**src/rtl/core/clook_pkg.sv**
```systemverilog
// ---------------------------------------------------------------------------
// clook_pkg
// Types and constants shared by the c-look disk scheduler modules: item
// payloads, controller states and the command and status groups.
// ---------------------------------------------------------------------------
package clook_pkg;

   localparam int TRACK_W = 16;
   localparam int SUM_W   = 24;
   localparam logic [SUM_W-1:0] SUM_MAX = {SUM_W{1'b1}};

   // one request item
   typedef struct packed {
      logic [TRACK_W-1:0] track;
      logic               last_request;
   } req_type;

   // one result item
   typedef struct packed {
      logic [TRACK_W-1:0] track_served;
      logic [SUM_W-1:0]   head_travel;
      logic               last_served;
      logic               overflow;
   } rsp_type;

   // controller states
   typedef enum logic [1:0] {
      ST_IDLE,
      ST_SCAN,
      ST_DRAIN,
      ST_EMIT
   } state_type;

   // controller to datapath
   typedef struct packed {
      logic load;        // store the incoming item
      logic batch_init;  // load head position for a new batch
      logic scan_clear;  // restart the minimum search
      logic scan_read;   // read one stored entry and advance
      logic emit;        // present the selected entry as a result
   } cmd_type;

   // datapath to controller
   typedef struct packed {
      logic scan_done;   // read issued for the last stored entry
      logic batch_done;  // the result being emitted is the final one
   } sts_type;

endpackage

```
**src/rtl/core/clook_ram.sv**
```systemverilog
// ---------------------------------------------------------------------------
// clook_ram
// Generic single write port, single read port memory with registered read.
// ---------------------------------------------------------------------------
module clook_ram #(
   parameter int WIDTH = 16,
   parameter int DEPTH = 16
) (
   input  logic                     clock,
   input  logic                     wr_en,
   input  logic [$clog2(DEPTH)-1:0] wr_addr,
   input  logic [WIDTH-1:0]         wr_data,
   input  logic [$clog2(DEPTH)-1:0] rd_addr,
   output logic [WIDTH-1:0]         rd_data
);

   logic [WIDTH-1:0] mem_ff [DEPTH];
   logic [WIDTH-1:0] rd_data_ff;

   // write port and registered read port
   always_ff @(posedge clock) begin
      if (wr_en) begin
         mem_ff[wr_addr] <= wr_data;
      end
      rd_data_ff <= mem_ff[rd_addr];
   end

   assign rd_data = rd_data_ff;

endmodule

```
**src/rtl/core/clook_ctrl.sv**
```systemverilog
// ---------------------------------------------------------------------------
// clook_ctrl
// Controller of the c-look scheduler: loads items while idle, then for each
// result runs a scan over the stored requests and emits the selected one.
// ---------------------------------------------------------------------------
module clook_ctrl (
   input  logic                clock,
   input  logic                reset,
   input  logic                start,
   input  logic                req_last,
   input  clook_pkg::sts_type  sts,
   output clook_pkg::cmd_type  cmd,
   output logic                busy,
   output logic                rsp_valid
);

   clook_pkg::state_type state_ff;
   clook_pkg::state_type state_in;

   // state register
   always_ff @(posedge clock) begin
      if (reset) begin
         state_ff <= clook_pkg::ST_IDLE;
      end else begin
         state_ff <= state_in;
      end
   end

   // next state
   always_comb begin
      state_in = state_ff;
      unique case (state_ff)
         clook_pkg::ST_IDLE: begin
            if (start && req_last) begin
               state_in = clook_pkg::ST_SCAN;
            end
         end
         clook_pkg::ST_SCAN: begin
            if (sts.scan_done) begin
               state_in = clook_pkg::ST_DRAIN;
            end
         end
         clook_pkg::ST_DRAIN: begin
            state_in = clook_pkg::ST_EMIT;
         end
         clook_pkg::ST_EMIT: begin
            if (sts.batch_done) begin
               state_in = clook_pkg::ST_IDLE;
            end else begin
               state_in = clook_pkg::ST_SCAN;
            end
         end
         default: begin
            state_in = clook_pkg::ST_IDLE;
         end
      endcase
   end

   // outputs
   always_comb begin
      cmd       = '0;
      busy      = 1'b1;
      rsp_valid = 1'b0;
      unique case (state_ff)
         clook_pkg::ST_IDLE: begin
            busy           = 1'b0;
            cmd.load       = start;
            cmd.batch_init = start && req_last;
            cmd.scan_clear = start && req_last;
         end
         clook_pkg::ST_SCAN: begin
            cmd.scan_read = 1'b1;
         end
         clook_pkg::ST_DRAIN: begin
            cmd = '0;
         end
         clook_pkg::ST_EMIT: begin
            cmd.emit       = 1'b1;
            cmd.scan_clear = 1'b1;
            rsp_valid      = 1'b1;
         end
         default: begin
            cmd = '0;
         end
      endcase
   end

   // a result always follows the drain of a scan
   a_emit_after_drain: assert property (@(posedge clock) disable iff (reset)
      (state_ff == clook_pkg::ST_EMIT) |-> ($past(state_ff) == clook_pkg::ST_DRAIN))
      else $error("result emitted without a completed scan");

   // a closing item always starts a scan
   a_close_starts_scan: assert property (@(posedge clock) disable iff (reset)
      (!busy && start && req_last) |=> (state_ff == clook_pkg::ST_SCAN))
      else $error("closing item did not start scheduling");

endmodule

```
**src/rtl/core/clook_datapath.sv**
```systemverilog
// ---------------------------------------------------------------------------
// clook_datapath
// Request store, head start register and the minimum search that picks the
// next track in c-look order, with head movement accumulation.
// ---------------------------------------------------------------------------
module clook_datapath #(
   parameter int MAX_REQUESTS = 16
) (
   input  logic                                 clock,
   input  logic                                 reset,
   input  clook_pkg::cmd_type                   cmd,
   output clook_pkg::sts_type                   sts,
   input  clook_pkg::req_type                   req_data,
   input  logic                                 csr_wr,
   input  logic [clook_pkg::TRACK_W-1:0]        csr_data,
   output clook_pkg::rsp_type                   rsp_data
);

   localparam int IDX_W = $clog2(MAX_REQUESTS);
   localparam int CNT_W = $clog2(MAX_REQUESTS + 1);
   localparam int KEY_W = clook_pkg::TRACK_W + 1;
   localparam logic [CNT_W-1:0] CNT_MAX = CNT_W'(MAX_REQUESTS);

   logic [clook_pkg::TRACK_W-1:0] head_start_ff;
   logic [CNT_W-1:0]              count_ff;
   logic [CNT_W-1:0]              count_in;
   logic                          dropped_ff;
   logic                          dropped_in;
   logic [IDX_W-1:0]              scan_idx_ff;
   logic [IDX_W-1:0]              scan_idx_in;
   logic                          cmp_valid_ff;
   logic [IDX_W-1:0]              cmp_idx_ff;
   logic                          best_valid_ff;
   logic                          best_valid_in;
   logic [KEY_W-1:0]              best_key_ff;
   logic [KEY_W-1:0]              best_key_in;
   logic [IDX_W-1:0]              best_idx_ff;
   logic [IDX_W-1:0]              best_idx_in;
   logic [MAX_REQUESTS-1:0]       served_ff;
   logic [MAX_REQUESTS-1:0]       served_in;
   logic [CNT_W-1:0]              served_cnt_ff;
   logic [CNT_W-1:0]              served_cnt_in;
   logic [clook_pkg::TRACK_W-1:0] head_ff;
   logic [clook_pkg::TRACK_W-1:0] head_in;
   logic [clook_pkg::SUM_W-1:0]   sum_ff;
   logic [clook_pkg::SUM_W-1:0]   sum_in;

   logic                          wr_en;
   logic [clook_pkg::TRACK_W-1:0] rd_data;
   logic [KEY_W-1:0]              rd_key;
   logic [clook_pkg::TRACK_W-1:0] best_track;
   logic [clook_pkg::TRACK_W-1:0] step_len;
   logic [clook_pkg::SUM_W:0]     sum_ext;
   logic [clook_pkg::SUM_W-1:0]   sum_sat;

   // request store
   assign wr_en = cmd.load && (count_ff < CNT_MAX);

   clook_ram #(
      .WIDTH(clook_pkg::TRACK_W),
      .DEPTH(MAX_REQUESTS)
   ) u_store (
      .clock  (clock),
      .wr_en  (wr_en),
      .wr_addr(count_ff[IDX_W-1:0]),
      .wr_data(req_data.track),
      .rd_addr(scan_idx_ff),
      .rd_data(rd_data)
   );

   // head start register
   always_ff @(posedge clock) begin
      if (reset) begin
         head_start_ff <= '0;
      end else if (csr_wr) begin
         head_start_ff <= csr_data;
      end
   end

   // tracks below the head sort after all tracks at or above it
   assign rd_key     = {rd_data < head_start_ff, rd_data};
   assign best_track = best_key_ff[clook_pkg::TRACK_W-1:0];

   // head movement for the selected track, saturating
   assign step_len = (best_track >= head_ff) ? (best_track - head_ff) : (head_ff - best_track);
   assign sum_ext  = {1'b0, sum_ff} + (clook_pkg::SUM_W + 1)'(step_len);
   assign sum_sat  = sum_ext[clook_pkg::SUM_W] ? clook_pkg::SUM_MAX
                                               : sum_ext[clook_pkg::SUM_W-1:0];

   // status towards the controller
   assign sts.scan_done  = (CNT_W'(scan_idx_ff) + CNT_W'(1)) == count_ff;
   assign sts.batch_done = (served_cnt_ff + CNT_W'(1)) == count_ff;

   // load counter and drop flag
   always_comb begin
      count_in   = count_ff;
      dropped_in = dropped_ff;
      if (cmd.emit && sts.batch_done) begin
         count_in   = '0;
         dropped_in = 1'b0;
      end else if (cmd.load) begin
         if (count_ff < CNT_MAX) begin
            count_in = count_ff + CNT_W'(1);
         end else begin
            dropped_in = 1'b1;
         end
      end
   end

   // scan index and minimum search
   always_comb begin
      scan_idx_in   = scan_idx_ff;
      best_valid_in = best_valid_ff;
      best_key_in   = best_key_ff;
      best_idx_in   = best_idx_ff;
      if (cmd.scan_clear) begin
         scan_idx_in   = '0;
         best_valid_in = 1'b0;
      end else begin
         if (cmd.scan_read) begin
            scan_idx_in = scan_idx_ff + IDX_W'(1);
         end
         if (cmp_valid_ff && !served_ff[cmp_idx_ff] &&
             (!best_valid_ff || (rd_key < best_key_ff))) begin
            best_valid_in = 1'b1;
            best_key_in   = rd_key;
            best_idx_in   = cmp_idx_ff;
         end
      end
   end

   // served marks, head position and movement sum
   always_comb begin
      served_in     = served_ff;
      served_cnt_in = served_cnt_ff;
      head_in       = head_ff;
      sum_in        = sum_ff;
      if (cmd.batch_init) begin
         head_in = csr_wr ? csr_data : head_start_ff;
         sum_in  = '0;
      end
      if (cmd.emit) begin
         head_in = best_track;
         if (sts.batch_done) begin
            served_in     = '0;
            served_cnt_in = '0;
            sum_in        = '0;
         end else begin
            served_in[best_idx_ff] = 1'b1;
            served_cnt_in          = served_cnt_ff + CNT_W'(1);
            sum_in                 = sum_sat;
         end
      end
   end

   // control registers
   always_ff @(posedge clock) begin
      if (reset) begin
         count_ff      <= '0;
         dropped_ff    <= 1'b0;
         scan_idx_ff   <= '0;
         cmp_valid_ff  <= 1'b0;
         best_valid_ff <= 1'b0;
         served_ff     <= '0;
         served_cnt_ff <= '0;
         head_ff       <= '0;
         sum_ff        <= '0;
      end else begin
         count_ff      <= count_in;
         dropped_ff    <= dropped_in;
         scan_idx_ff   <= scan_idx_in;
         cmp_valid_ff  <= cmd.scan_read;
         best_valid_ff <= best_valid_in;
         served_ff     <= served_in;
         served_cnt_ff <= served_cnt_in;
         head_ff       <= head_in;
         sum_ff        <= sum_in;
      end
   end

   // payload registers
   always_ff @(posedge clock) begin
      cmp_idx_ff  <= scan_idx_ff;
      best_key_ff <= best_key_in;
      best_idx_ff <= best_idx_in;
   end

   // result item
   always_comb begin
      rsp_data.track_served = best_track;
      rsp_data.last_served  = sts.batch_done;
      rsp_data.head_travel  = sts.batch_done ? sum_sat : '0;
      rsp_data.overflow     = sts.batch_done && dropped_ff;
   end

   // the store never holds more than its capacity
   a_count_bound: assert property (@(posedge clock) disable iff (reset)
      count_ff <= CNT_MAX)
      else $error("request count beyond capacity");

   // every emitted entry was found by the scan and not served before
   a_emit_fresh: assert property (@(posedge clock) disable iff (reset)
      cmd.emit |-> (best_valid_ff && !served_ff[best_idx_ff]))
      else $error("emitted entry not selected or already served");

   // the final result leaves an empty store behind
   a_batch_clears: assert property (@(posedge clock) disable iff (reset)
      (cmd.emit && sts.batch_done) |=> (count_ff == '0 && served_ff == '0 && !dropped_ff))
      else $error("batch state not cleared after final result");

endmodule

```
**src/rtl/core/clook_disk_scheduler.sv**
```systemverilog
// ---------------------------------------------------------------------------
// clook_disk_scheduler
// C-look disk scheduler: collects a batch of track requests, then serves
// them upward from the configured head position, wraps to the lowest track
// and reports the total head movement on the final result.
// ---------------------------------------------------------------------------
// A request item is taken whenever start is high and busy is low. The item
// marked last closes the batch; busy then stays high while the results come
// out. Every result needs a full scan of the request store, one entry per
// cycle through its single read port, then the registered read and the
// result itself, so no new request item is taken before the batch is
// served. A result is shown for exactly one cycle with rsp_valid and cannot
// be held off by the receiver. Requests past MAX_REQUESTS are dropped and
// flagged on the final result. The head start register may be written at
// any time the block is not busy.
module clook_disk_scheduler #(
   parameter int MAX_REQUESTS = 16
) (
   input  logic                          clock,
   input  logic                          reset,
   // request channel
   input  logic                          start,
   output logic                          busy,
   input  clook_pkg::req_type            req_data,
   // result channel
   output logic                          rsp_valid,
   output clook_pkg::rsp_type            rsp_data,
   // head start register
   input  logic                          csr_valid,
   output logic                          csr_ready,
   input  logic [clook_pkg::TRACK_W-1:0] csr_data
);

   clook_pkg::cmd_type cmd;
   clook_pkg::sts_type sts;

   // the register takes a write only while no batch is in service
   assign csr_ready = !busy;

   // sequencer
   clook_ctrl u_ctrl (
      .clock    (clock),
      .reset    (reset),
      .start    (start),
      .req_last (req_data.last_request),
      .sts      (sts),
      .cmd      (cmd),
      .busy     (busy),
      .rsp_valid(rsp_valid)
   );

   // store, search and movement datapath
   clook_datapath #(
      .MAX_REQUESTS(MAX_REQUESTS)
   ) u_datapath (
      .clock   (clock),
      .reset   (reset),
      .cmd     (cmd),
      .sts     (sts),
      .req_data(req_data),
      .csr_wr  (csr_valid && csr_ready),
      .csr_data(csr_data),
      .rsp_data(rsp_data)
   );

endmodule

```
**config.mk**
```make
export PLATFORM = sky130hd
export DESIGN_NAME = clook_disk_scheduler
export DESIGN_NICKNAME = d
export VERILOG_FILES = /design/src/rtl/core/clook_pkg.sv /design/src/rtl/core/clook_ram.sv /design/src/rtl/core/clook_ctrl.sv /design/src/rtl/core/clook_datapath.sv /design/src/rtl/core/clook_disk_scheduler.sv
export SDC_FILE = /design/constraint.sdc
export NUM_CORES = 1
export LEC_CHECK = 0
export ABC_AREA = 1
export BUFFER_PORTS_ARGS = -buffer_cell sky130_fd_sc_hd__buf_4
export CAP_MARGIN = 10
export CORE_MARGIN = 2
export CORE_UTILIZATION = 55
export CTS_CLUSTER_SIZE = 8
export DETAILED_ROUTE_END_ITERATION = 10
export PLACE_DENSITY = 0.79
export SLEW_MARGIN = 20
export SYNTH_ARGS = -nofsm -noshare
export SYNTH_HDL_FRONTEND = slang
export SYNTH_SLANG_ARGS = --single-unit
```
**constraint.sdc**
```tcl
create_clock -name clock -period 3.81 [get_ports clock]
set_clock_uncertainty 0.05 [all_clocks]
set_input_delay 0 -clock clock [delete_from_list [all_inputs] [get_ports clock]]
set_output_delay 0 -clock clock [all_outputs]
set_load 0.005 [all_outputs]
```
==> Flow_metrics.wiki, run 1 <==
{| class="wikitable"
! Metric !! Value
|-
| Final global-route overflow total || 0
|-
| Placeable core region || 35,400 um^2
|-
| Post-synthesis share of cell area spent on and, or, nand and nor gates || between 10 and 15%
|-
| Fraction of final layout cells sized beyond drive strength 1 || about a fifth
|-
| Sequential-to-total area share from yosys stat || between 50% and 60%
|-
| Worst-case hold slack || about 150 ps
|-
| Routed via count || between 15,000 and 20,000
|-
| Run status || complete, but fails checks
|-
| Depth of the worst register-to-register path || 23
|-
| Share of the cycle needed by the critical path after routing || 109.0%
|-
| Predominant post-synthesis flop cell || edfxtp_1
|-
| Peak supply drop || roughly 0.00065 V
|-
| Time the final worst path needs with I/O delays and setup || a little over 4000 ps
|-
| Highest clock rate || ~240 MHz
|-
| XOR/XNOR share of the synthesized area || 1.782%
|-
| Layout overhead on the synthesized area || 23.48%
|-
| WP data arrival || roughly 4000 ps
|-
| Post-synthesis instance area || about 20,000 um^2
|-
| Number of antenna violations at the first check in global routing || 3
|-
| Utilization after layout || just under 70%
|-
| Detailed placement HPWL || 33,670 um
|-
| Die Y-Extent || 193.0 um
|-
| Fraction of met1 tracks used by global routing || 35.34%
|-
| Main combinational cell family by area after synthesis || simple AND/OR/NAND/NOR gates
|-
| Root Buffer || clkbuf_16
|-
| Violations in the final reports || negative setup slack
|-
| Class of the worst hold path || input pin to flop
|-
| Synth Area in Adders || slightly below 6%
|-
| Initial cell density of the core || 55.53%
|-
| Number of rows in the core area || slightly below 70
|-
| Leak || between 10 and 15 nW
|-
| Unrepaired setup endpoints after global routing || yes
|-
| Clock latency on the worst-skew pair || 620 ps
|-
| TritonCTS clock tree || done
|-
| Pin count of the biggest net entering global routing || 76
|-
| Clock buffers created by TritonCTS || between 50 and 60
|-
| # setup viols final || 24
|-
| Number of nets in the synthesized netlist || around 2,200
|-
| Cells after synthesis || ~2,100
|-
| Category of the worst setup path launch point || flop
|-
| Critical path capture point type || output port
|-
| Count of flip-flops with a built-in enable after synthesis || roughly 280
|-
| Met2 track demand over resource || between 40% and 50%
|-
| Final total power || 17.06 mW
|-
| Warning count from the yosys run || 0
|-
| Gpl congestion || about 0.95
|-
| Depth of the worst hold-timing path || 2
|-
| Number of H-tree branching levels || 2
|-
| CP Class || flop to output port
|-
| Max transition margin || between 20% and 30%
|-
| Routing usage on met3 || 4.181%
|-
| Worst stage delay on the critical path || 400 ps
|-
| Die X-Extent || slightly below 200 um
|-
| Worst-case setup margin in the final layout || -344.7 ps
|-
| Number of fillers in the final layout || 2,553
|-
| Final slew viol count || 0
|-
| Number of register bits inferred by synthesis || 388
|-
| Number of optimization iterations in the first detailed-route pass || 6
|-
| # nets final || between 2,000 and 2,500
|-
| Largest fanout of any net on the critical path || 8
|-
| Crit path required time || 3760 ps
|-
| Max-cap violation count || 0
|-
| Share of cell area taken by muxes after synthesis || about 3.3%
|-
| Count of boundary I/O pins || about 80
|-
| Clk pin slew, worst setup/hold paths || about 50 ps
|-
| Post-synth ARST share || 0%
|-
| Hold Fails Final Rpt || 0
|-
| Distinct cell type count of the synthesized netlist || 45
|-
| Crit path top cell by count || inv_2
|-
| Wire length of the first global-routing pass || just over 80,000 um
|-
| Slew @ Worst Pin || about 1100 ps
|-
| Clock tree buffer depth || 3
|-
| Number of clock sinks seen by CTS || roughly 390
|-
| Pwr/cell area || 703.0 nW/um^2
|-
| Die ar. || 37,270 um^2
|-
| Via count normalized by instance count || between 5 and 6
|-
| Busiest layer in global routing || met2
|-
| Antenna violation net count after detailed routing || 0
|-
| Count of port buffers added during placement || 81
|-
| WL per Instance || between 15 and 20 um
|-
| Via count of the first global-routing pass || between 15,000 and 20,000
|-
| Fraction of the mapped netlist area in compound gates || 12.43%
|-
| Wirelength, routed || about 54,000 um
|-
| DR DRC count || 0
|-
| Average cell area after synthesis || 9.334 um^2
|-
| Count of routing violations after the opening detailed-route iteration || 1,208
|-
| Global router's overall resource usage || 28.64%
|-
| Critical Path Slowest Stage Cell || edfxtp_1
|}
==> synthesized netlist by cell type, types with 2 or more instances <==
cell      count  area share, %
clkinv_1      2          0.038
o211ai_1     87            3.3
o21a_1        3           0.11
or2_1         4           0.13
nand2_2       3          0.095
nand3_2       7           0.36
fa_1          3           0.31
o21ai_0     146            3.7
xnor2_1       6           0.27
xor2_1       34            1.5
buf_2        22           0.56
buf_1         7           0.13
o21ai_2       2          0.089
nand4_1      11           0.35
a21oi_1     166            4.2
o21ai_1       4           0.10
buf_6         4           0.23
mux2i_1      65            3.3
or2_2         3          0.095
inv_2         5          0.095
nand2_1     414            7.9
buf_4        27            1.0
nor2_1      130            2.5
clkbuf_1     38           0.73
edfxtp_1    277             42
dfxtp_1     111             11
a21o_1        8           0.31
nand3b_1      2          0.076
ha_1         87            5.5
clkbuf_2      3          0.076
nand3_1      89            2.3
nor3_1       13           0.33
o21bai_1      3           0.11
and2_1        2          0.064
nor2_2        2          0.064
inv_1       301            5.7
a31oi_1       7           0.22
==> area by class of cell <==
cell class	count	area [um^2]	share of cell area, %
multi-input combinational	1309	8379	34.52
clock buffer	84	1474	6.073
timing repair inverter	1	6.256	0.02578
timing repair buffer	235	2028	8.357
clock inverter	3	90.09	0.3712
tap	461	576.8	2.377
sequential	388	10550	43.45
antenna	2	5.005	0.02062
inverter	308	1166	4.805
==> metal layers <==
layer / vias up / wire length [um]
li1: 7449 / -
met1: 7506 / 21090
met2: 644 / 26780
met3: 159 / 3591
met4: 2 / 2306
met5: - / 13
==> cells in the final DEF (no fill, tap or decap), drive strengths merged, types with 65 or more instances in the layout <==
cell type and instances:
a21oi 167, ha 87, nand3 96, o21ai 152, nand2 417, mux2i 65
dfxtp 111, o211ai 87, buf 184, edfxtp 277, nor2 132, clkbuf 86
inv 306
==> cell families after synthesis <==
| kind of cell | Yosys count |
|---|---|
| muxes | 65 |
| and+or+nand+nor | 683 |
| buffers and inverters | 409 |
| AOI/OAI and AO/OA | 431 |
| xor gates and xnor gates | 40 |
| adders and majority gates | 90 |
| DFF | 388 |
==> state kept, by name, indices dropped and copies added, names as in the netlist, 2 cells and up <==
signal                      flops
u_datapath.u_store.mem_ff     256
u_datapath.sum_ff              24
u_datapath.best_key_ff         17
u_datapath.head_ff             16
u_datapath.head_start_ff       16
u_datapath.served_ff           16
u_datapath.u_store.rd_data     16
u_datapath.count_ff             5
u_datapath.served_cnt_ff        5
u_datapath.best_idx_ff          4
u_datapath.cmp_idx_ff           4
u_datapath.scan_idx_ff          4
u_ctrl.state_ff                 2
==> power by group <==
part | internal (mW) | switching, mW
sequential | 4.94 | 0.359
combinational | 2.98 | 4.38
clock | 2.64 | 1.78
total | 10.6 | 6.51
==> worst paths after layout <==
check                       startpoint                               end  slack, ps
max          u_datapath.best_key_ff[0]                       rsp_data[8]       -340
max reg2reg  u_datapath.best_key_ff[0]              u_datapath.sum_ff[9]         70
min                       req_data[11]  u_datapath.u_store.mem_ff[1][10]        150
min reg2reg    u_datapath.served_ff[0]           u_datapath.served_ff[0]        410
==> metrics by stage <==
stage                     cells  area [um^2]  setup slack [ps]  setup TNS [ps]
final                      2791        24270            -344.7           -7048
after global routing       2791        24270            -532.9          -11450
after CTS                  2775        23620            -355.9           -7058
after detailed placement   2618        20900            -24.17          -29.84
after global placement     2618        20900             15.67               0
after floorplan            2106        19660             268.5               0
==> what timing repair did <==
action,CTS,global route
buffers inserted,19,12
hold buffers,49,0
cloned,2,2
resized for setup,119,159
setup endpoints to repair,34,48
pin swaps,34,74
hold endpoints to repair,299,0
==> critical path: cells and delay by family, from the launching register on <==
kind	cells	cell delay (ps)
AO/OA/AOI/OAI	2	220
flip-flops	1	400
buffers and inverters	8	880
AND/OR/NAND/NOR	12	1320
adder cells (fa/ha/maj)	3	680
(Power assumes the default switching activity.)
==> run 2, diff against run 1 <==
Settings changed: BUFFER_PORTS_ARGS -buffer_cell sky130_fd_sc_hd__buf_4 to default, DONT_BUFFER_PORTS from default to 1, PLACE_DENSITY 0.79 to 0.77.
==> run 2 against run 1 <==
The flow still finishes with violations (negative setup slack). Sequential share of layout area is 1.1 points higher. Hold slack got worse by 130 ps. Critical path type unchanged. Sequential cell count unchanged. Clock power hardly changed. First-iteration DRC count increased by 23%. Critical endpoint is now rsp_data[12]. Global-route usage down 0.37 points. Non-clock buffer count fell by 91.
==> Flow_metrics.wiki, run 2 (synthesis gave the netlist of run 1 again) <==
{| class="wikitable"
! Metric !! Value
|-
| Setup WS pre-CTS || -132.3 ps
|-
| Peak supply drop || about 0.00072 V
|-
| Clk pin slew, worst setup/hold paths || 50 ps
|-
| Number of flip-flops in the largest register || roughly 260
|-
| Routed via count || ~15,000
|-
| Worst-case hold slack || ~18 ps
|-
| Leak || roughly 9.6 nW
|-
| Setup total negative slack || -4974 ps
|-
| Sum of met2 wire segment lengths after detailed routing || between 20,000 and 30,000 um
|-
| Most frequent standard cell in the layout excluding fill and tap cells || nand2_1
|-
| Top layer in use || met5
|-
| Fraction of final layout cells sized beyond drive strength 1 || 19.23%
|-
| Crit path required time || 3760 ps
|-
| Run status || complete, but fails checks
|-
| # setup viols final || 25
|-
| Clock latency on the worst-skew pair || a little under 600 ps
|-
| Unrepaired setup endpoints after global routing || yes
|-
| Via count normalized by instance count || between 5 and 6
|-
| Number of rows in the core area || between 60 and 70
|-
| Initial cell density of the core || 55.53%
|-
| Power share of the combinational group || 43.2%
|-
| Max transition margin || 36.55%
|-
| Final global-route overflow total || 0
|-
| Global router's overall resource usage || 28.27%
|-
| Critical Path Start || u_datapath.best_key_ff[0]
|-
| Final slew viol count || 0
|-
| Clock buffers created by TritonCTS || 55
|-
| Switching power as a share of total power || between 30% and 40%
|-
| Registers with the most flip-flops || u_datapath.u_store.mem_ff: 256 flops, u_datapath.sum_ff: 24 flops, u_datapath.best_key_ff: 17 flops
|-
| Number of optimization iterations in the first detailed-route pass || 5
|-
| Start point of the worst hold path || req_data[0]
|-
| Number of H-tree branching levels || 2
|-
| Via count of the first global-routing pass || between 15,000 and 20,000
|-
| M1 WL || a little over 20,000 um
|-
| Clock tree buffer depth || 3
|-
| DR DRC count || 0
|-
| Number of clock sinks seen by CTS || between 300 and 400
|-
| Slew @ Worst Pin || roughly 950 ps
|-
| Seq pwr share || 30.9%
|-
| Pwr/cell area || slightly above 700 nW/um^2
|-
| Root Buffer || clkbuf_16
|-
| Layout overhead on the synthesized area || 20.53%
|-
| Count of routing violations after the opening detailed-route iteration || about 1,500
|-
| Die X-Extent || just under 200 um
|-
| Wirelength, routed || ~53,000 um
|-
| Worst-case setup margin in the final layout || -254.6 ps
|-
| Die Y-Extent || 193.0 um
|-
| WP data arrival || 4010 ps
|-
| Time the final worst path needs with I/O delays and setup || approximately 4000 ps
|-
| Largest fanout of any net on the critical path || 6
|-
| Number of antenna violations at the first check in global routing || 6
|-
| TritonCTS clock tree || done
|-
| Pin count of the biggest net entering global routing || around 140
|-
| Placeable core region || ~35,000 um^2
|-
| Wire length of the first global-routing pass || 81,500 um
|-
| Max-cap violation count || 0
|-
| Share of the cycle needed by the critical path after routing || 106.7%
|-
| Count of port buffers added during placement || 0
|-
| Clock share of power || between 20% and 30%
|-
| Critical path capture point type || output port
|-
| Highest clock rate || 246.0 MHz
|-
| Largest Register || u_datapath.u_store.mem_ff
|-
| Net Sw Power || roughly 6.5 mW
|-
| Die ar. || 37,270 um^2
|-
| Met3 Routed Length || approximately 4400 um
|-
| Design internal power || between 10 and 15 mW
|-
| # nets final || 2,337
|-
| Count of boundary I/O pins || between 80 and 90
|-
| Category of the worst setup path launch point || flop
|-
| Gpl congestion || approximately 0.97
|-
| CP Class || flop to output port
|-
| Class of the worst hold path || input pin to flop
|-
| Antenna violation net count after detailed routing || 0
|-
| Critical register-to-register path startpoint || u_datapath.best_key_ff[0]
|-
| Detailed placement HPWL || ~33,000 um
|-
| Hold Fails Final Rpt || 0
|-
| Most frequent cells in the layout || 344 x nand2_1, 277 x edfxtp_1, 257 x inv_1
|-
| Violations in the final reports || negative setup slack
|-
| WL per Instance || ~20 um
|}
## run 2: cell count changes in the layout (fill, tap and decap cells not counted), moves of 6 or more
cell / previous run / this run
nand2_2: 58 / 52
inv_1: 268 / 257
inv_2: 36 / 44
buf_4: 169 / 86
buf_6: 9 / 17
a21oi_1: 148 / 154
a21oi_2: 16 / 8
dlygate4sd3_1: 49 / 36
nor2_1: 99 / 89
nor2_2: 23 / 31
nand2_4: 15 / 21
## run 2: worst paths after layout
check / end / slack (ps) / depth (start not counted)
worst max-delay path: rsp_data[12] / -250 / 22
worst min-delay path: u_datapath.best_valid_ff / 20 / 6
worst max register to register: u_datapath.sum_ff[20] / -150 / 28
worst min register to register: u_datapath.best_key_ff[13] / 390 / 0
## run 2: what timing repair did
action | in CTS | in global routing
hold endpoints to repair | 333 | 0
resized for setup | 198 | 114
setup buffers | 29 | 10
endpoints found under the setup margin | 48 | 42
hold buffers | 37 | 0
cloned | 4 | 1
pin swaps | 62 | 49
## run 2: worst max-delay path: stages, from the launching register on
cell and delay, ps:
edfxtp_1 400, inv_2 100, ha_4 120, inv_2 40
fa_2 400, inv_2 80, o21ai_2 60, and2_4 170
o21ai_4 160, nand3_4 190, buf_6 170, nand2_1 60
nand2_1 60, inv_1 80, ha_4 230, a21oi_4 180
buf_4 150, nand2_1 70, nand2_1 120, nand3_4 110
xor2_1 240, nor2_1 70, nor2_1 150
## run 2: power groups by stage
stage / sequential, mW / combinational, mW / clock [mW]
finish: 5.26 / 7.35 / 4.41
global route: 5.29 / 8.01 / 4.62
CTS: 5.25 / 6.64 / 4.45
detailed placement: 5.31 / 5.44 / 0
global placement: 5.30 / 5.34 / 0
floorplan: 5.17 / 4.00 / 0
## run 2: final cells by class
type,instances,area [um^2]
fillers,2622,11710
clock inverters,4,63.81
repair buffers,144,1305
multi-input cells,1310,8486
inverters,308,1179
clock buffers,84,1495
well taps,461,576.8
repair inverters,3,26.28
flip-flops and latches,388,10550
diodes,6,15.01
## run 2: metrics by stage
stage               std cells  util, %  instance area, um^2  power [mW]
floorplan                2106        -                19660       9.172
global placement         2533    57.25                20260       10.64
detailed placement       2533    57.25                20260       10.75
CTS                      2691    65.60                23220       16.34
global route             2707    66.92                23690       17.92
finish                   2708    66.93                23690       17.02
## run 2: layer usage
metal | global-route usage, % | up-vias
met2 | 48.56 | 661
met1 | 34.04 | 7358
met5 | 0 | -
li1 | - | 7291
met4 | 13.40 | 2
met3 | 5.937 | 171
==> run 3, diff against run 2 <==
Settings changed: TNS_END_PERCENT from default to 10.
==> run 3 against run 2 <==
The run still ends with negative setup slack left. Sequential cell count unchanged. Core utilization fell by 0.68 points. Count of clock-buffer cells in the layout unchanged. Setup slack got worse by 14 ps. Critical endpoint unchanged. Critical path type unchanged. Register-to-register slack about the same.
==> Flow_metrics.wiki, run 3 (synthesis gave the netlist of run 1 again) <==
{| class="wikitable"
! Metric !! Value
|-
| Run status || complete, but fails checks
|-
| Violations in the final reports || negative setup slack
|-
| Max transition margin || around 37%
|-
| Final slew viol count || 0
|-
| Peak supply drop || about 0.00063 V
|-
| Critical Path Slowest Stage Cell || edfxtp_1
|-
| Count of routing violations after the opening detailed-route iteration || 1,325
|-
| Worst stage delay on the critical path || 400 ps
|-
| Largest fanout of any net on the critical path || 7
|-
| Placeable core region || 35,400 um^2
|-
| Via count of the first global-routing pass || approximately 15,000
|-
| Via count normalized by instance count || between 5 and 6
|-
| Layout overhead on the synthesized area || 19.30%
|-
| Number of H-tree branching levels || 2
|-
| Global router's overall resource usage || approximately 28%
|-
| Initial cell density of the core || 55.53%
|-
| Most frequent standard cell in the layout excluding fill and tap cells || nand2_1
|-
| Crit path required time || around 3800 ps
|-
| Net Sw Power || between 6 and 7 mW
|-
| Clock buffers created by TritonCTS || 55
|-
| Placed inst area || around 20,000 um^2
|-
| # nets final || between 2,000 and 2,500
|-
| Clock latency on the worst-skew pair || 590 ps
|-
| Slew @ Worst Pin || approximately 940 ps
|-
| Final global-route overflow total || 0
|-
| Count of port buffers added during placement || 0
|-
| Design internal power || roughly 10 mW
|-
| Die X-Extent || roughly 190 um
|-
| Time the final worst path needs with I/O delays and setup || ~4100 ps
|-
| Wire length of the first global-routing pass || between 80,000 and 90,000 um
|-
| Antenna violation net count after detailed routing || 0
|-
| Number of flip-flops in the largest register || roughly 260
|-
| Die Y-Extent || roughly 190 um
|-
| Post-Layout Inst Area || approximately 23,000 um^2
|-
| WL per Instance || a little under 20 um
|-
| Most frequent cells in the layout || 352 x nand2_1, 277 x edfxtp_1, 262 x inv_1
|-
| Gpl congestion || just under 1
|-
| Fraction of final layout cells sized beyond drive strength 1 || 17.79%
|-
| Class of the worst hold path || input pin to flop
|-
| Registers with the most flip-flops || u_datapath.u_store.mem_ff: 256 flops, u_datapath.sum_ff: 24 flops, u_datapath.best_key_ff: 17 flops
|-
| Detailed placement HPWL || roughly 33,000 um
|-
| WP data arrival || around 4000 ps
|-
| Number of rows in the core area || 69
|-
| Critical path capture point type || output port
|-
| Pwr/cell area || roughly 710 nW/um^2
|-
| Clock share of power || around a quarter
|-
| Root Buffer || clkbuf_16
|-
| Switching power as a share of total power || 38.27%
|-
| Max-cap violation count || 0
|-
| CP Class || flop to output port
|-
| Largest Register || u_datapath.u_store.mem_ff
|-
| Worst-case setup margin in the final layout || -268.7 ps
|-
| Category of the worst setup path launch point || flop
|-
| Worst-case hold slack || around 26 ps
|-
| Setup WS pre-CTS || -132.3 ps
|-
| Highest clock rate || ~250 MHz
|-
| Clk pin slew, worst setup/hold paths || around 50 ps
|-
| Clock tree buffer depth || 3
|-
| Kind of cell with the highest combined delay on the critical path || simple AND/OR/NAND/NOR gates
|-
| Die ar. || ~37,000 um^2
|-
| Share of the cycle needed by the critical path after routing || 107.1%
|-
| Unrepaired setup endpoints after global routing || yes
|-
| Buffering stage count on the worst path with inverters included || 6
|-
| Number of fillers in the final layout || roughly 2,700
|-
| TritonCTS clock tree || done
|-
| Hold Fails Final Rpt || 0
|-
| Count of placed standard cells including taps || 2,533
|-
| Count of boundary I/O pins || about 80
|-
| Number of optimization iterations in the first detailed-route pass || 6
|-
| Number of clock sinks seen by CTS || ~390
|-
| Seq pwr share || a little under a third
|-
| DR DRC count || 0
|-
| Routed via count || around 15,000
|-
| Leak || around 9.5 nW
|-
| Worst-path cell chain || inv_2 -> ha_4 -> inv_2 -> fa_2 -> inv_2 -> o21ai_2 -> and2_4 -> o21ai_4 -> nand3_4 -> buf_6 -> nand2_1 -> a21boi_4 -> ha_4 -> nand2_4 -> nor2_4 -> nand2_2 -> nor2_1 -> nand2_2 -> nand2_4 -> buf_6 -> buf_4 -> nor2_1 -> nor2_1
|-
| Wirelength, routed || 52,170 um
|-
| Setup total negative slack || -4479 ps
|-
| # setup viols final || 25
|-
| Power share of the combinational group || a little over two fifths
|-
| Number of antenna violations at the first check in global routing || 6
|-
| Pin count of the biggest net entering global routing || between 100 and 150
|-
| Final std cells w/o fill || 2,698
|}
[run 3: timing repair]
action	CTS	global route
gates cloned	3	0
hold buffers	37	0
setup buffers	25	6
endpoints found under the hold margin	333	0
gates resized for setup	170	100
endpoints found under the setup margin	48	41
pin swaps	46	41
[run 3: power groups by stage]
stage	clock network [mW]	logic (mW)	registers, mW
final	4.41	7.10	5.25
after global routing	4.62	7.77	5.29
after CTS	4.45	6.53	5.25
after detailed placement	0	5.44	5.31
after global placement	0	5.34	5.30
after floorplan	0	4.00	5.17
[run 3: worst register-to-register path: cells and delay by family (launching register included)]
kind / cells / cell delay, ps
adder cells (fa/ha/maj): 3 / 760
AND/OR/NAND/NOR: 9 / 760
buffers and inverters: 12 / 1330
flip-flops: 1 / 400
AO/OA/AOI/OAI: 4 / 520
[run 3: worst paths after layout]
path / end / slack [ps] / start / cells past startpoint
worst max-delay path: rsp_data[12] / -270 / u_datapath.best_key_ff[0] / 23
worst min-delay path: u_datapath.best_valid_ff / 30 / req_data[0] / 6
worst max register to register: u_datapath.sum_ff[20] / -160 / u_datapath.best_key_ff[0] / 28
worst min register to register: u_datapath.best_key_ff[13] / 400 / u_datapath.u_store.rd_data[13] / 0
[run 3: routing by layer]
layer	wire length [um]	track usage, %	share of wire (%)
met1	20100	34.01	39
met2	25680	48.48	49
met3	4156	5.828	8.0
met4	2218	12.85	4.3
met5	13	0	0.025
[run 3: metrics by stage]
step,util (%),total power [mW]
finish,66.25,16.76
global route,66.24,17.68
CTS,65.26,16.23
detailed placement,57.25,10.75
global placement,57.25,10.64
floorplan,-,9.172
[run 3: cell type report]
| class | instances | area, um^2 | area share (%) |
|---|---|---|---|
| antenna | 6 | 15.01 | 0.06403 |
| clock buffer | 84 | 1495 | 6.376 |
| clock inverter | 4 | 63.81 | 0.2721 |
| inverter | 308 | 1176 | 5.015 |
| multi-input combinational | 1310 | 8369 | 35.69 |
| sequential | 388 | 10550 | 44.97 |
| tap | 461 | 576.8 | 2.460 |
| timing repair buffer | 136 | 1202 | 5.128 |
| timing repair inverter | 1 | 6.256 | 0.02668 |
